### src/rtl/core/msp_pkg.sv
// ----------------------------------------------------------------------------
// msp_pkg
// Shared codes, widths and helpers of the MIDI file stream parser.
// ----------------------------------------------------------------------------
package msp_pkg;

  localparam int unsigned OffsetBitsDefault = 32;

  localparam logic [4:0] PH_HID    = 5'd0;
  localparam logic [4:0] PH_HLEN   = 5'd1;
  localparam logic [4:0] PH_HBODY  = 5'd2;
  localparam logic [4:0] PH_TID    = 5'd3;
  localparam logic [4:0] PH_TLEN   = 5'd4;
  localparam logic [4:0] PH_DELTA  = 5'd5;
  localparam logic [4:0] PH_STATUS = 5'd6;
  localparam logic [4:0] PH_MTYPE  = 5'd7;
  localparam logic [4:0] PH_MLEN   = 5'd8;
  localparam logic [4:0] PH_TEMPO  = 5'd9;
  localparam logic [4:0] PH_SKIP   = 5'd10;
  localparam logic [4:0] PH_XLEN   = 5'd11;
  localparam logic [4:0] PH_D1     = 5'd12;
  localparam logic [4:0] PH_D2     = 5'd13;
  localparam logic [4:0] PH_DRAIN  = 5'd14;
  localparam logic [4:0] PH_TAIL   = 5'd15;
  localparam logic [4:0] PH_IGNORE = 5'd16;

  typedef enum logic [1:0] {
    KIND_EVENT  = 2'd0,
    KIND_TEMPO  = 2'd1,
    KIND_ACCEPT = 2'd2,
    KIND_ERROR  = 2'd3
  } kind_e;

  typedef enum logic [4:0] {
    ERR_HEAD_ID     = 5'd0,
    ERR_HEAD_LEN    = 5'd1,
    ERR_HEAD_BODY   = 5'd2,
    ERR_FORMAT      = 5'd3,
    ERR_DIVISION    = 5'd4,
    ERR_TRACK_CHUNK = 5'd5,
    ERR_DELTA_VLQ   = 5'd6,
    ERR_TICK_OVF    = 5'd7,
    ERR_NO_STATUS   = 5'd8,
    ERR_NO_RUNNING  = 5'd9,
    ERR_META_TRUNC  = 5'd10,
    ERR_EOT_LEN     = 5'd11,
    ERR_AFTER_EOT   = 5'd12,
    ERR_TEMPO_LEN   = 5'd13,
    ERR_TEMPO_ZERO  = 5'd14,
    ERR_SEQ_OVF     = 5'd15,
    ERR_SYSEX_TRUNC = 5'd16,
    ERR_SYSTEM      = 5'd17,
    ERR_CHAN_TRUNC  = 5'd18,
    ERR_DATA_BIT7   = 5'd19,
    ERR_NO_EOT      = 5'd20,
    ERR_TRAILING    = 5'd21
  } err_e;

  localparam logic [7:0] META_EOT   = 8'h2f;
  localparam logic [7:0] META_TEMPO = 8'h51;
  localparam logic [7:0] ST_SYSEX   = 8'hf0;
  localparam logic [7:0] ST_ESCAPE  = 8'hf7;
  localparam logic [7:0] ST_META    = 8'hff;
  localparam logic [7:0] ST_SYSTEM  = 8'hf0;
  localparam logic [3:0] TYPE_PROG  = 4'hc;
  localparam logic [3:0] TYPE_PRESS = 4'hd;
  localparam logic [3:0] TYPE_CTRL  = 4'hb;

  localparam int unsigned OutDataBits = 216;

  typedef struct packed {
    logic [31:0] error_offset;
    logic [4:0]  error_code;
    logic [14:0] time_division;
    logic [15:0] track_count;
    logic        file_format;
    logic [23:0] tempo_value;
    logic [6:0]  data_two;
    logic [6:0]  data_one;
    logic [7:0]  status_code;
    logic [31:0] order;
    logic [63:0] tick;
    kind_e       kind;
  } res_t;

  function automatic logic [7:0] tag_byte(input logic is_trk, input logic [1:0] idx);
    logic [7:0] r;
    unique case (idx)
      2'd0:    r = 8'h4d;
      2'd1:    r = 8'h54;
      2'd2:    r = is_trk ? 8'h72 : 8'h68;
      default: r = is_trk ? 8'h6b : 8'h64;
    endcase
    return r;
  endfunction

  function automatic res_t mk_err(input err_e code, input logic [31:0] offset);
    res_t r;
    r = '0;
    r.kind = KIND_ERROR;
    r.error_code = code;
    r.error_offset = offset;
    return r;
  endfunction

endpackage

### src/rtl/core/midi_file_stream_parser.sv
// ----------------------------------------------------------------------------
// midi_file_stream_parser
// Checks a Standard MIDI File byte by byte and streams out its events.
// ----------------------------------------------------------------------------
// The slave stream takes one file byte per request in tdata, with tlast on
// the final byte of a file; the next byte starts a new file. The master
// stream returns channel events, tempo changes and one final accept or error
// result per file, in file order, with the result kind in tuser. Bytes that
// produce nothing are absorbed without a result.
// Each byte is decoded in the cycle it is accepted and its result appears in
// the output register on the next cycle, so one byte is taken every cycle while
// the receiver keeps up. A stalled result holds the output register, and the
// slave side stalls only while that register is full and not being taken.
// Reset clears the parser to the start of a file, empties the output register
// and sets the channel filter mask to all ones. The configuration channel is
// always ready; the user must write it only while the stream is idle, and the
// block itself does not enforce this.
// ----------------------------------------------------------------------------
module midi_file_stream_parser
  import msp_pkg::*;
#(
  parameter int unsigned OFFSET_BITS = OffsetBitsDefault
) (
  input  logic                   clk_i,
  input  logic                   rst_ni,
  input  logic                   s_axis_tvalid_i,
  output logic                   s_axis_tready_o,
  input  logic [7:0]             s_axis_tdata_i,   // data_byte
  input  logic                   s_axis_tlast_i,   // last_byte
  output logic                   m_axis_tvalid_o,
  input  logic                   m_axis_tready_i,
  // tick, order, status_code, data_one, data_two, tempo_value, file_format,
  // track_count, time_division, error_code, error_offset, then zero fill
  output logic [OutDataBits-1:0] m_axis_tdata_o,
  output logic [1:0]             m_axis_tuser_o,   // kind
  input  logic                   cfg_valid_i,
  output logic                   cfg_ready_o,
  input  logic [15:0]            cfg_data_i        // chan_filter
);

  logic [15:0]            mask_q;
  logic [4:0]             phase_q, phase_d;
  logic [OFFSET_BITS-1:0] off_q, off_d, evs_q, evs_d, pls_q, pls_d;
  logic [OFFSET_BITS-1:0] cks_q, cks_d, poff_q, poff_d;
  logic [31:0]            shift_q, shift_d, chunk_q, chunk_d, pay_q, pay_d;
  logic [31:0]            seq_q, seq_d;
  logic [2:0]             cnt_q, cnt_d;
  logic [63:0]            tick_q, tick_d;
  logic [7:0]             run_q, run_d, cur_q, cur_d, held_q, held_d, meta_q, meta_d;
  logic [23:0]            tempo_q, tempo_d;
  logic [15:0]            trk_q, trk_d;
  logic [47:0]            hdr_q, hdr_d;
  logic                   eot_q, eot_d;
  err_e                   pcode_q, pcode_d;
  logic                   out_vld_q, out_vld_d;
  res_t                   out_q, res;
  logic                   rv, in_acc;

  assign s_axis_tready_o = !out_vld_q || m_axis_tready_i;
  assign in_acc = s_axis_tvalid_i && s_axis_tready_o;
  assign cfg_ready_o = 1'b1;

  always_comb begin
    logic [7:0]             b;
    logic [OFFSET_BITS-1:0] off, nxt;
    logic [31:0]            sv7, sv8, len;
    logic [2:0]             cv;
    logic [64:0]            sum;
    logic [23:0]            tv;
    logic [7:0]             cs;
    logic                   dn, ov, fin, ftwo, hold1, fail;
    logic [7:0]             fd1, fd2;
    logic [15:0]            hf, ht, hv;
    err_e                   fcode;
    logic [OFFSET_BITS-1:0] foff;
    b = s_axis_tdata_i;
    off = off_q;
    nxt = off_q + 1'b1;
    sv7 = {shift_q[24:0], b[6:0]};
    sv8 = {shift_q[23:0], b};
    cv = cnt_q + 3'd1;
    dn = !b[7];
    ov = b[7] && (cv >= 3'd4);
    len = sv7;
    sum = {1'b0, tick_q} + {33'd0, sv7};
    tv = {tempo_q[15:0], b};
    cs = cur_q;
    fin = 1'b0; ftwo = 1'b0; hold1 = 1'b0; fail = 1'b0;
    fd1 = 8'd0; fd2 = 8'd0;
    fcode = ERR_HEAD_ID; foff = '0;
    hf = 16'd0; ht = 16'd0; hv = 16'd0;
    phase_d = phase_q; off_d = off_q; evs_d = evs_q; pls_d = pls_q; cks_d = cks_q;
    poff_d = poff_q; shift_d = shift_q; chunk_d = chunk_q; pay_d = pay_q;
    seq_d = seq_q; cnt_d = cnt_q; tick_d = tick_q; run_d = run_q; cur_d = cur_q;
    held_d = held_q; meta_d = meta_q; tempo_d = tempo_q; trk_d = trk_q;
    hdr_d = hdr_q; eot_d = eot_q; pcode_d = pcode_q;
    res = '0;
    rv = 1'b0;
    if (in_acc) begin
      off_d = nxt;
      unique case (phase_q)
        PH_HID: begin
          if (b != tag_byte(1'b0, cnt_q[1:0])) begin
            res = mk_err(ERR_HEAD_ID, 32'd0); rv = 1'b1; phase_d = PH_IGNORE;
          end else begin
            cnt_d = cv;
            if (cv == 3'd4) begin
              phase_d = PH_HLEN; cnt_d = '0; shift_d = '0;
            end
          end
        end
        PH_HLEN: begin
          shift_d = sv8; cnt_d = cv;
          if (cv == 3'd4) begin
            if (sv8 < 32'd6) begin
              res = mk_err(ERR_HEAD_LEN, 32'd4); rv = 1'b1; phase_d = PH_IGNORE;
            end else begin
              chunk_d = sv8; cnt_d = '0; hdr_d = '0; phase_d = PH_HBODY;
            end
          end
        end
        PH_HBODY: begin
          if (cnt_q < 3'd6) begin
            hdr_d = {hdr_q[39:0], b}; cnt_d = cv;
          end
          chunk_d = chunk_q - 32'(chunk_q != 32'd0);
          if (chunk_d == 32'd0) begin
            hf = hdr_d[47:32]; ht = hdr_d[31:16]; hv = hdr_d[15:0];
            if (hf > 16'd1 || ht == 16'd0 || (hf == 16'd0 && ht != 16'd1)) begin
              res = mk_err(ERR_FORMAT, 32'd8); rv = 1'b1; phase_d = PH_IGNORE;
            end else if (hv == 16'd0 || hv[15]) begin
              res = mk_err(ERR_DIVISION, 32'd12); rv = 1'b1; phase_d = PH_IGNORE;
            end else begin
              trk_d = ht; phase_d = PH_TID; cnt_d = '0; cks_d = nxt;
            end
          end
        end
        PH_TID: begin
          if (b != tag_byte(1'b1, cnt_q[1:0])) begin
            res = mk_err(ERR_TRACK_CHUNK, 32'(cks_q)); rv = 1'b1; phase_d = PH_IGNORE;
          end else begin
            cnt_d = cv;
            if (cv == 3'd4) begin
              phase_d = PH_TLEN; cnt_d = '0; shift_d = '0;
            end
          end
        end
        PH_TLEN: begin
          shift_d = sv8; cnt_d = cv;
          if (cv == 3'd4) begin
            chunk_d = sv8; tick_d = '0; run_d = '0; eot_d = 1'b0;
            phase_d = PH_DELTA; cnt_d = '0; shift_d = '0;
            if (sv8 == 32'd0) begin
              res = mk_err(ERR_NO_EOT, 32'(nxt)); rv = 1'b1; phase_d = PH_IGNORE;
            end
          end
        end
        PH_TAIL: begin
          res = mk_err(ERR_TRAILING, 32'(off)); rv = 1'b1; phase_d = PH_IGNORE;
        end
        PH_IGNORE: begin
        end
        default: begin
          chunk_d = chunk_q - 32'(chunk_q != 32'd0);
          unique case (phase_q)
            PH_DELTA: begin
              if (cnt_q == 3'd0) evs_d = off;
              shift_d = sv7; cnt_d = cv;
              if (ov) begin
                fail = 1'b1; fcode = ERR_DELTA_VLQ; foff = evs_d;
              end else if (dn) begin
                if (sum[64]) begin
                  fail = 1'b1; fcode = ERR_TICK_OVF; foff = evs_d;
                end else begin
                  tick_d = sum[63:0]; phase_d = PH_STATUS;
                end
              end
            end
            PH_STATUS: begin
              if (b[7]) begin
                cur_d = b;
                run_d = (b < ST_SYSTEM) ? b : 8'd0;
                if (b == ST_META) begin
                  phase_d = PH_MTYPE;
                end else if (b == ST_SYSEX || b == ST_ESCAPE) begin
                  phase_d = PH_XLEN; cnt_d = '0; shift_d = '0;
                end else if (b >= ST_SYSTEM) begin
                  fail = 1'b1; fcode = ERR_SYSTEM; foff = evs_q;
                end else begin
                  phase_d = PH_D1;
                end
              end else if (run_q == 8'd0) begin
                fail = 1'b1; fcode = ERR_NO_RUNNING; foff = off;
              end else begin
                cur_d = run_q; cs = run_q; hold1 = 1'b1;
              end
            end
            PH_MTYPE: begin
              meta_d = b; phase_d = PH_MLEN; cnt_d = '0; shift_d = '0;
            end
            PH_MLEN: begin
              shift_d = sv7; cnt_d = cv;
              if (ov) begin
                fail = 1'b1; fcode = ERR_META_TRUNC; foff = evs_q;
              end else if (dn) begin
                if (len > chunk_d) begin
                  fail = 1'b1; fcode = ERR_META_TRUNC; foff = evs_q;
                end else begin
                  pls_d = nxt;
                  if (meta_q == META_EOT) begin
                    if (len != 32'd0) begin
                      fail = 1'b1; fcode = ERR_EOT_LEN; foff = nxt;
                    end else if (chunk_d != 32'd0) begin
                      fail = 1'b1; fcode = ERR_AFTER_EOT; foff = nxt;
                    end else begin
                      eot_d = 1'b1; phase_d = PH_DELTA; cnt_d = '0; shift_d = '0;
                    end
                  end else if (meta_q == META_TEMPO) begin
                    if (len != 32'd3) begin
                      fail = 1'b1; fcode = ERR_TEMPO_LEN; foff = nxt;
                    end else begin
                      tempo_d = '0; cnt_d = '0; phase_d = PH_TEMPO;
                    end
                  end else begin
                    pay_d = len;
                    if (len == 32'd0) begin
                      phase_d = PH_DELTA; cnt_d = '0; shift_d = '0;
                    end else begin
                      phase_d = PH_SKIP;
                    end
                  end
                end
              end
            end
            PH_TEMPO: begin
              tempo_d = tv; cnt_d = cv;
              if (cv == 3'd3) begin
                if (tv == 24'd0) begin
                  fail = 1'b1; fcode = ERR_TEMPO_ZERO; foff = pls_q;
                end else if (seq_q == 32'hffff_ffff) begin
                  fail = 1'b1; fcode = ERR_SEQ_OVF; foff = evs_q;
                end else begin
                  res.kind = KIND_TEMPO; res.tick = tick_q; res.order = seq_q;
                  res.tempo_value = tv; rv = 1'b1;
                  seq_d = seq_q + 32'd1;
                  phase_d = PH_DELTA; cnt_d = '0; shift_d = '0;
                end
              end
            end
            PH_SKIP: begin
              pay_d = pay_q - 32'(pay_q != 32'd0);
              if (pay_d == 32'd0) begin
                phase_d = PH_DELTA; cnt_d = '0; shift_d = '0;
              end
            end
            PH_XLEN: begin
              shift_d = sv7; cnt_d = cv;
              if (ov || (dn && sv7 > chunk_d)) begin
                fail = 1'b1; fcode = ERR_SYSEX_TRUNC; foff = evs_q;
              end else if (dn) begin
                pay_d = sv7;
                if (sv7 == 32'd0) begin
                  phase_d = PH_DELTA; cnt_d = '0; shift_d = '0;
                end else begin
                  phase_d = PH_SKIP;
                end
              end
            end
            PH_D1: hold1 = 1'b1;
            PH_D2: begin
              fin = 1'b1; ftwo = 1'b1; fd1 = held_q; fd2 = b;
            end
            default: begin
            end
          endcase
          if (hold1) begin
            if (cs[7:4] == TYPE_PROG || cs[7:4] == TYPE_PRESS) begin
              fin = 1'b1; fd1 = b;
            end else begin
              held_d = b; phase_d = PH_D2;
            end
          end
          if (fin) begin
            if (fd1[7] || (ftwo && fd2[7])) begin
              fail = 1'b1; fcode = ERR_DATA_BIT7; foff = evs_q;
            end else if (cs[7:4] <= TYPE_CTRL && mask_q[cs[3:0]]
                         && seq_q == 32'hffff_ffff) begin
              fail = 1'b1; fcode = ERR_SEQ_OVF; foff = evs_q;
            end else begin
              if (cs[7:4] <= TYPE_CTRL && mask_q[cs[3:0]]) begin
                res.kind = KIND_EVENT; res.tick = tick_q; res.order = seq_q;
                res.status_code = cs; res.data_one = fd1[6:0];
                res.data_two = fd2[6:0]; rv = 1'b1;
                seq_d = seq_q + 32'd1;
              end
              phase_d = PH_DELTA; cnt_d = '0; shift_d = '0;
            end
          end
          if (fail) begin
            pcode_d = fcode; poff_d = foff; phase_d = PH_DRAIN;
          end
          if (chunk_d == 32'd0) begin
            rv = 1'b1;
            if (phase_d == PH_DRAIN) begin
              res = mk_err(pcode_d, 32'(poff_d)); phase_d = PH_IGNORE;
            end else if (phase_d == PH_DELTA && cnt_d == 3'd0 && eot_d) begin
              rv = 1'b0;
              trk_d = trk_q - 16'(trk_q != 16'd0);
              if (trk_d == 16'd0) begin
                phase_d = PH_TAIL;
              end else begin
                phase_d = PH_TID; cnt_d = '0; cks_d = nxt;
              end
            end else begin
              if (phase_d == PH_DELTA) begin
                res = (cnt_d != 3'd0) ? mk_err(ERR_DELTA_VLQ, 32'(evs_d))
                                      : mk_err(ERR_NO_EOT, 32'(nxt));
              end else if (phase_d == PH_STATUS) begin
                res = mk_err(ERR_NO_STATUS, 32'(nxt));
              end else if (phase_d == PH_XLEN) begin
                res = mk_err(ERR_SYSEX_TRUNC, 32'(evs_d));
              end else if (phase_d == PH_D1 || phase_d == PH_D2) begin
                res = mk_err(ERR_CHAN_TRUNC, 32'(evs_d));
              end else begin
                res = mk_err(ERR_META_TRUNC, 32'(evs_d));
              end
              phase_d = PH_IGNORE;
            end
          end
        end
      endcase
      if (s_axis_tlast_i) begin
        unique case (phase_d)
          PH_HID, PH_HLEN: begin
            res = mk_err(ERR_HEAD_ID, 32'd0); rv = 1'b1;
          end
          PH_HBODY: begin
            res = mk_err(ERR_HEAD_LEN, 32'd4); rv = 1'b1;
          end
          PH_TAIL: begin
            res = '0; res.kind = KIND_ACCEPT;
            res.file_format = hdr_d[32];
            res.track_count = hdr_d[31:16];
            res.time_division = hdr_d[14:0];
            rv = 1'b1;
          end
          PH_IGNORE: begin
          end
          default: begin
            res = mk_err(ERR_TRACK_CHUNK, 32'(cks_d)); rv = 1'b1;
          end
        endcase
        phase_d = PH_HID; off_d = '0; evs_d = '0; pls_d = '0; cks_d = '0;
        poff_d = '0; shift_d = '0; chunk_d = '0; pay_d = '0; seq_d = '0;
        cnt_d = '0; tick_d = '0; run_d = '0; cur_d = '0; held_d = '0;
        meta_d = '0; tempo_d = '0; trk_d = '0; hdr_d = '0; eot_d = 1'b0;
        pcode_d = ERR_HEAD_ID;
      end
    end
  end

  assign out_vld_d = in_acc ? rv : (out_vld_q && !m_axis_tready_i);

  always_ff @(posedge clk_i or negedge rst_ni) begin
    if (!rst_ni) begin
      mask_q <= 16'hffff;
      phase_q <= PH_HID; off_q <= '0; evs_q <= '0; pls_q <= '0; cks_q <= '0;
      poff_q <= '0; shift_q <= '0; chunk_q <= '0; pay_q <= '0; seq_q <= '0;
      cnt_q <= '0; tick_q <= '0; run_q <= '0; cur_q <= '0; held_q <= '0;
      meta_q <= '0; tempo_q <= '0; trk_q <= '0; hdr_q <= '0; eot_q <= 1'b0;
      pcode_q <= ERR_HEAD_ID; out_vld_q <= 1'b0;
    end else begin
      if (cfg_valid_i) mask_q <= cfg_data_i;
      phase_q <= phase_d; off_q <= off_d; evs_q <= evs_d; pls_q <= pls_d;
      cks_q <= cks_d; poff_q <= poff_d; shift_q <= shift_d; chunk_q <= chunk_d;
      pay_q <= pay_d; seq_q <= seq_d; cnt_q <= cnt_d; tick_q <= tick_d;
      run_q <= run_d; cur_q <= cur_d; held_q <= held_d; meta_q <= meta_d;
      tempo_q <= tempo_d; trk_q <= trk_d; hdr_q <= hdr_d; eot_q <= eot_d;
      pcode_q <= pcode_d; out_vld_q <= out_vld_d;
    end
  end

  always_ff @(posedge clk_i) begin
    if (in_acc && rv) out_q <= res;
  end

  assign m_axis_tvalid_o = out_vld_q;
  assign m_axis_tuser_o = out_q.kind;
  assign m_axis_tdata_o = {5'd0, out_q.error_offset, out_q.error_code,
                           out_q.time_division, out_q.track_count,
                           out_q.file_format, out_q.tempo_value, out_q.data_two,
                           out_q.data_one, out_q.status_code, out_q.order,
                           out_q.tick};

endmodule
### config.mk
export PLATFORM = sky130hd
export DESIGN_NAME = midi_file_stream_parser
export DESIGN_NICKNAME = d
export VERILOG_FILES = /design/src/rtl/core/msp_pkg.sv /design/src/rtl/core/midi_file_stream_parser.sv
export SDC_FILE = /design/constraint.sdc
export NUM_CORES = 2
export LEC_CHECK = 0
export ABC_CLOCK_PERIOD_IN_PS = 14900
export BUFFER_PORTS_ARGS = -buffer_cell sky130_fd_sc_hd__buf_2
export CORE_UTILIZATION = 55
export CTS_CLUSTER_SIZE = 20
export DETAILED_ROUTE_END_ITERATION = 6
export GPL_TIMING_DRIVEN = 0
export PLACE_DENSITY = 0.76
export SLEW_MARGIN = 20
export SYNTH_ARGS = -nofsm -noshare
export SYNTH_HDL_FRONTEND = slang
export SYNTH_SLANG_ARGS = --single-unit
export TNS_END_PERCENT = 100
### constraint.sdc
create_clock -name clk_i -period 14.9 [get_ports clk_i]
set_clock_uncertainty 0.1 [all_clocks]
set_input_delay 1.49 -clock clk_i [delete_from_list [all_inputs] [get_ports clk_i]]
set_output_delay 1.49 -clock clk_i [all_outputs]
set_load 0.01 [all_outputs]
* Word-level counts from Yosys, hierarchy flattened
Cells that the tools add are included.
Storage, ports and cells: output and inout bits 221, input bits 30, flip-flop bits (word level) 708
Operators by class: add/subtract/negate cells 7, reduce and logical (&&, ||, !) cells 78, equality and inequality tests 71, magnitude comparators 9, muxes and demuxes 395
Operators by type and width (count):
- $mux W32 | 97
- $mux W213 | 10
- $pmux W213 S7 | 1
- $pmux W213 S4 | 1
- $mux W185 | 3
- $mux W120 | 4
- $mux W98 | 4
- $mux W64 | 6
- $mux W184 | 2
- $mux W181 | 2
- $pmux W32 S5 | 2
- $mux W5 | 61
- $mux W48 | 6
- $mux W8 | 33
- $mux W16 | 15
- $pmux W32 S7 | 1
- $pmux W32 S3 | 2
- $logic_not A32 Y1 | 4
- $pmux W64 S2 | 1
- $reduce_bool A32 Y1 | 4
- $mux W3 | 40
- $mux W24 | 4
- $pmux W48 S2 | 1
- $mux W1 | 72
- 76 further kinds | 184

* Logic depth before layout (Yosys ltp)
depth after elaboration 33, mapped depth 33, gate-level depth less buffers 27

* Worst setup path before layout
OpenSTA, ideal clock, no wires.
path type register to register, start register chunk_q[22], end register out_q (netlist bit m_axis_tdata_o[0]), enable pin, data arrival time 15.344 ns, path slack -1.335 ns, cell stages (with the launch flop) 32, path buffers 4, cells stage by stage dfrtp_1 -> clkbuf_1 -> nor4_1 -> nand2b_1 -> or4_1 -> nor2_1 -> nand3_1 -> ha_1 -> ha_1 -> or4b_2 -> clkbuf_1 -> nor2_1 -> nand2_1 -> nor3_1 -> xnor2_1 -> ha_1 -> nand4_1 -> or4_1 -> nor3_1 -> a21oi_1 -> or3_1 -> clkbuf_1 -> o21ai_0 -> o21ai_0 -> o31a_1 -> nor3b_4 -> and3b_1 -> buf_2 -> o22ai_1 -> nand2b_1 -> a22oi_1 -> nor2_1
Between the ends: longest elaborated chain between the ends 31, elaborated cells between the ends (all ways) 79, classes of those cells add/sub: 1; order compare: 1; eq/ne: 3; mux: 65; reduce/logical: 9
RTL lines:
- start, declared | line midi_file_stream_parser.sv:45 | logic [31:0] shift_q, shift_d, chunk_q, chunk_d, pay_q, pay_d;
- start signal, assigned | line midi_file_stream_parser.sv:375 | cks_q <= cks_d; poff_q <= poff_d; shift_q <= shift_d; chunk_q <= chunk_d;
- $reduce_bool A32 Y1 | line midi_file_stream_parser.sv:126, midi_file_stream_parser.sv:164
- $sub A32 B1 Y32 * | line midi_file_stream_parser.sv:126, midi_file_stream_parser.sv:164
- branches (longest 26 deep; another with $gt A32 B32 Y1)
- $mux W1 * | line midi_file_stream_parser.sv:332 | if (s_axis_tlast_i) begin
- $mux W1 * | line midi_file_stream_parser.sv:99 | if (in_acc) begin
- $logic_and A1 B1 Y1 * | line midi_file_stream_parser.sv:384 | if (in_acc && rv) out_q <= res;
- end signal, assigned | line midi_file_stream_parser.sv:384
- end, declared | line midi_file_stream_parser.sv:56 | res_t out_q, res;
Every way passes the cells marked *. The select of a mux whose other input is x is not followed. A chain may end at the register's enable or synchronous reset.

* Worst setup path after layout
start register chunk_q[15], end register out_q (netlist bit m_axis_tdata_o[199]), data pin
Between the ends: longest elaborated chain between the ends 30, elaborated cells between the ends (all ways) 104, classes of those cells add/sub: 1; order compare: 1; eq/ne: 7; mux: 84; reduce/logical: 11
RTL lines (line):
- $reduce_bool A32 Y1 | midi_file_stream_parser.sv:126, midi_file_stream_parser.sv:164
- $sub A32 B1 Y32 * | midi_file_stream_parser.sv:126, midi_file_stream_parser.sv:164
- branches (longest 27 deep; another with $gt A32 B32 Y1)
- $mux W213 * | midi_file_stream_parser.sv:332
Marked as above.

==> results.py <==
metrics = {
    "clocking": {
        "cts_tree": "yes",
        "clock-root-buffer": "clkbuf_16",
        "cts.path.max_buffers": 3,
        "cts_max_level": 3,
        "cts-resized-gates": 0,
        "cts_buffers": 78,
        "clkLatencyLatePin_ns": 0.66,
        "post_cts_buffers": 0,
        "holdBufCountCts": 0,
        "cts.clk_slew.worst_paths_ns": 0.06,
        "clkSinkCount": 701,
    },
    "routing": {
        "wl_per_cell_microns": 27.2,
        "dr.pass1.iters": 7,
        "wl_met3_microns": 20000,
        "drc": 110,
        "dr_wl_met2_microns": 68600,
        "drtIter0Drc": 6362,
        "dr_total_vias": 40459,
        "ant_nets": 0,
        "highest_layer": "met5",
        "met1Wirelength_microns": 60900,
        "viasPerCell": 6.91,
        "wl_microns": 159000,
    },
    "pwr": {
        "powerDensity_nw_per_um2": 125,
        "leakagePower_uw": 0.0188,
        "p_comb_share_pct": 23.0,
        "power.switching_uw": 1910,
        "clockPowerShare_pct": 35.9,
        "p_int_uw": 3840,
        "seqPwrFrac_pct": 41.1,
        "irDropWorstVdd_mv": 0.0807,
        "swShare_pct": 33.2,
    },
    "place": {
        "io_buffers": 242,
        "gp_congestion": 1.06,
        "postPlaceCellArea_sq_um": 43500,
        "dpl.hpwl_microns": 114000,
    },
    "timing": {
        "final-hold-violation-count": 0,
        "grt_setup_unrepaired": "false",
        "fin_setup_tns_ns": 0,
        "min_period_ns": 11.08,
        "fmax_mhz": 90.2,
        "hold-worst-slack_ns": 0.382,
        "finalSetupViolations": 0,
        "slew_headroom_pct": 10.7,
        "drv_slew": 0,
        "period_share_pct": 74.4,
        "worst_slew_pin_slew_ns": 1.34,
    },
    "setup_path": {
        "cp.required_ns": 15.12,
        "cpPeakStageDelay_ns": 0.83,
        "reg2reg_from": "chunk_q[15]",
        "critPathLaunchType": "flip-flop",
        "endpoint_kind": "flip-flop",
        "slowest_stage": "o21ai_0",
        "arrival_ns": 11.30,
        "crit_type": "reg -> reg",
        "critPathMaxFanout": 10,
        "rrSetupSlack_ns": 3.82,
        "crit_path_start": "chunk_q[15]",
    },
    "global_route": {
        "grt_max_degree": 97,
        "grt_pass1_wl_microns": 235000,
        "grt_antenna_before_repair": 3,
        "grt_overflow": 0,
        "first_global_vias": 37213,
        "gr-usage-all-layers_pct": 41.7,
    },
    "cells_and_area": {
        "areaGrowthSynthToFinish_pct": 13.7,
        "final_cell_mix": "nand2_1, dfrtp_1, o21ai_0",
        "final_core_util_pct": 63.2,
        "drive_above_1_share_pct": 11.4,
        "multiInputGateArea_sq_um": 20400,
        "nNetsFinal": 4941,
        "num-fill-cells": 6184,
        "final_common_cell": "nand2_1",
        "regArea_sq_um": 18600,
        "final_area_sq_um": 46200,
    },
    "synth": {
        "synthFlopType": "dfrtp_1",
        "yosysSeqAreaShare_pct": 45.8,
        "synth_area_leaders": "dfrtp_1, edfxtp_1, o21ai_0",
        "synth_edf_count": 213,
        "synth_top_area_share_pct": 29.1,
        "ys_types": 96,
        "synth_top_cell_by_area": "dfrtp_1",
        "syn-cell-area_sq_um": 40600,
        "yosys_warnings": 0,
        "async_reset_ff_share_pct": 69.6,
        "ys_seq_elements": 701,
        "synth_area_per_cell_sq_um": 9.05,
        "synth_cells": 4489,
    },
    "die": {
        "dieHeight_microns": 274,
        "start_util_pct": 55.6,
        "die_w_microns": 274,
        "io_pins": 251,
        "core-area_sq_um": 73100,
        "core.rowCount": 99,
        "dieArea_sq_um": 75000,
    },
    "worst_hold_path": {
        "hold_class": "reg -> reg",
        "hp-start": "pls_q[15]",
    },
    "outcome": {
        "violations": "design-rule violations",
        "status": "complete, but fails checks",
    },
    "run": {
        "cap_violations": 0,
    },
}
-- registers in the layout (all words and copies together), names as in the netlist, 16 cells and up --
name,count
shift_q,25
mask_q,16
off_q,32
evs_q,32
tempo_q,16
hdr_q,48
seq_q,32
tick_q,64
trk_q,16
pls_q,32
m_axis_tdata_o,211
cks_q,32
pay_q,32
poff_q,32
chunk_q,32
-- critical path, delay by kind of cell (launching register included) --
| kind | cells | cell delay [ns] |
|---|---|---|
| xor gates and xnor gates | 1 | 0.49 |
| AOI/OAI and AO/OA | 6 | 2.13 |
| buffers and inverters | 4 | 1.56 |
| adders and majority gates | 3 | 0.77 |
| DFF | 1 | 0.36 |
| and+or+nand+nor | 14 | 5.32 |
-- kinds of logic after synthesis --
group	share of synthesized area (%)
simple gates	19.5
compound gates	23.0
flops	45.8
buf+inv	4.05
xor+xnor	2.97
fa+ha+maj	2.57
mux	2.06
other cells	0.0185
-- worst paths after layout --
kind | cells past startpoint | end
max reg2reg | 28 | m_axis_tdata_o[199]
max | 28 | m_axis_tdata_o[199]
min in group asynchronous | 1 | tick_q[47]
min reg2reg | 2 | pls_q[15]
max in group asynchronous | 4 | poff_q[13]
min | 2 | pls_q[15]
-- per-stage QoR --
stage / std cells / setup slack, ns / power (uW)
floorplan: 4493 / 2.28 / 3200
finish: 5855 / 3.82 / 5750
CTS: 5852 / 4.67 / 5700
global placement: 5694 / -1.72 / 3630
detailed placement: 5708 / 4.74 / 3660
global route: 5855 / 3.56 / 5950
-- layer usage --
metal  vias up  track usage, %
li1      17351               -
met1     19494            56.0
met2      2980            61.6
met3       632            10.8
met4         2            22.4
met5         -               0
-- Yosys cell counts, drive strengths merged, types with 38 or more instances --
cell    instances
mux2           38
xor2           63
and2          106
o21ai         445
inv            81
a21oi         309
a22oi          90
ha             81
xnor2          75
nor4          100
nand3         113
nand4          56
and3           56
buf            61
clkbuf        270
dfrtp         472
mux2i          41
a31oi          45
nand2         515
nor2          398
a21o           42
edfxtp        213
o31ai          77
nor3          125
a22o          150
-- power groups by stage --
stage / logic (uW) / registers [uW] / clock network (uW)
2_1_floorplan: 858 / 2350 / 0
6_report: 1320 / 2360 / 2070
4_1_cts: 1290 / 2350 / 2060
3_5_place_dp: 1280 / 2380 / 0
3_3_place_gp: 1230 / 2400 / 0
5_1_grt: 1440 / 2380 / 2130
-- layout make-up --
class	count	share of cell area, %
plain buffers	331	2.90
well taps	959	2.60
repair buffers	256	3.37
inverters	82	0.666
clock inverters	39	1.02
clock buffers	105	4.84
multi-input cells	3379	44.3
diodes	3	0.0163
flip-flops and latches	701	40.3
Power figures use the tool's default switching activity.
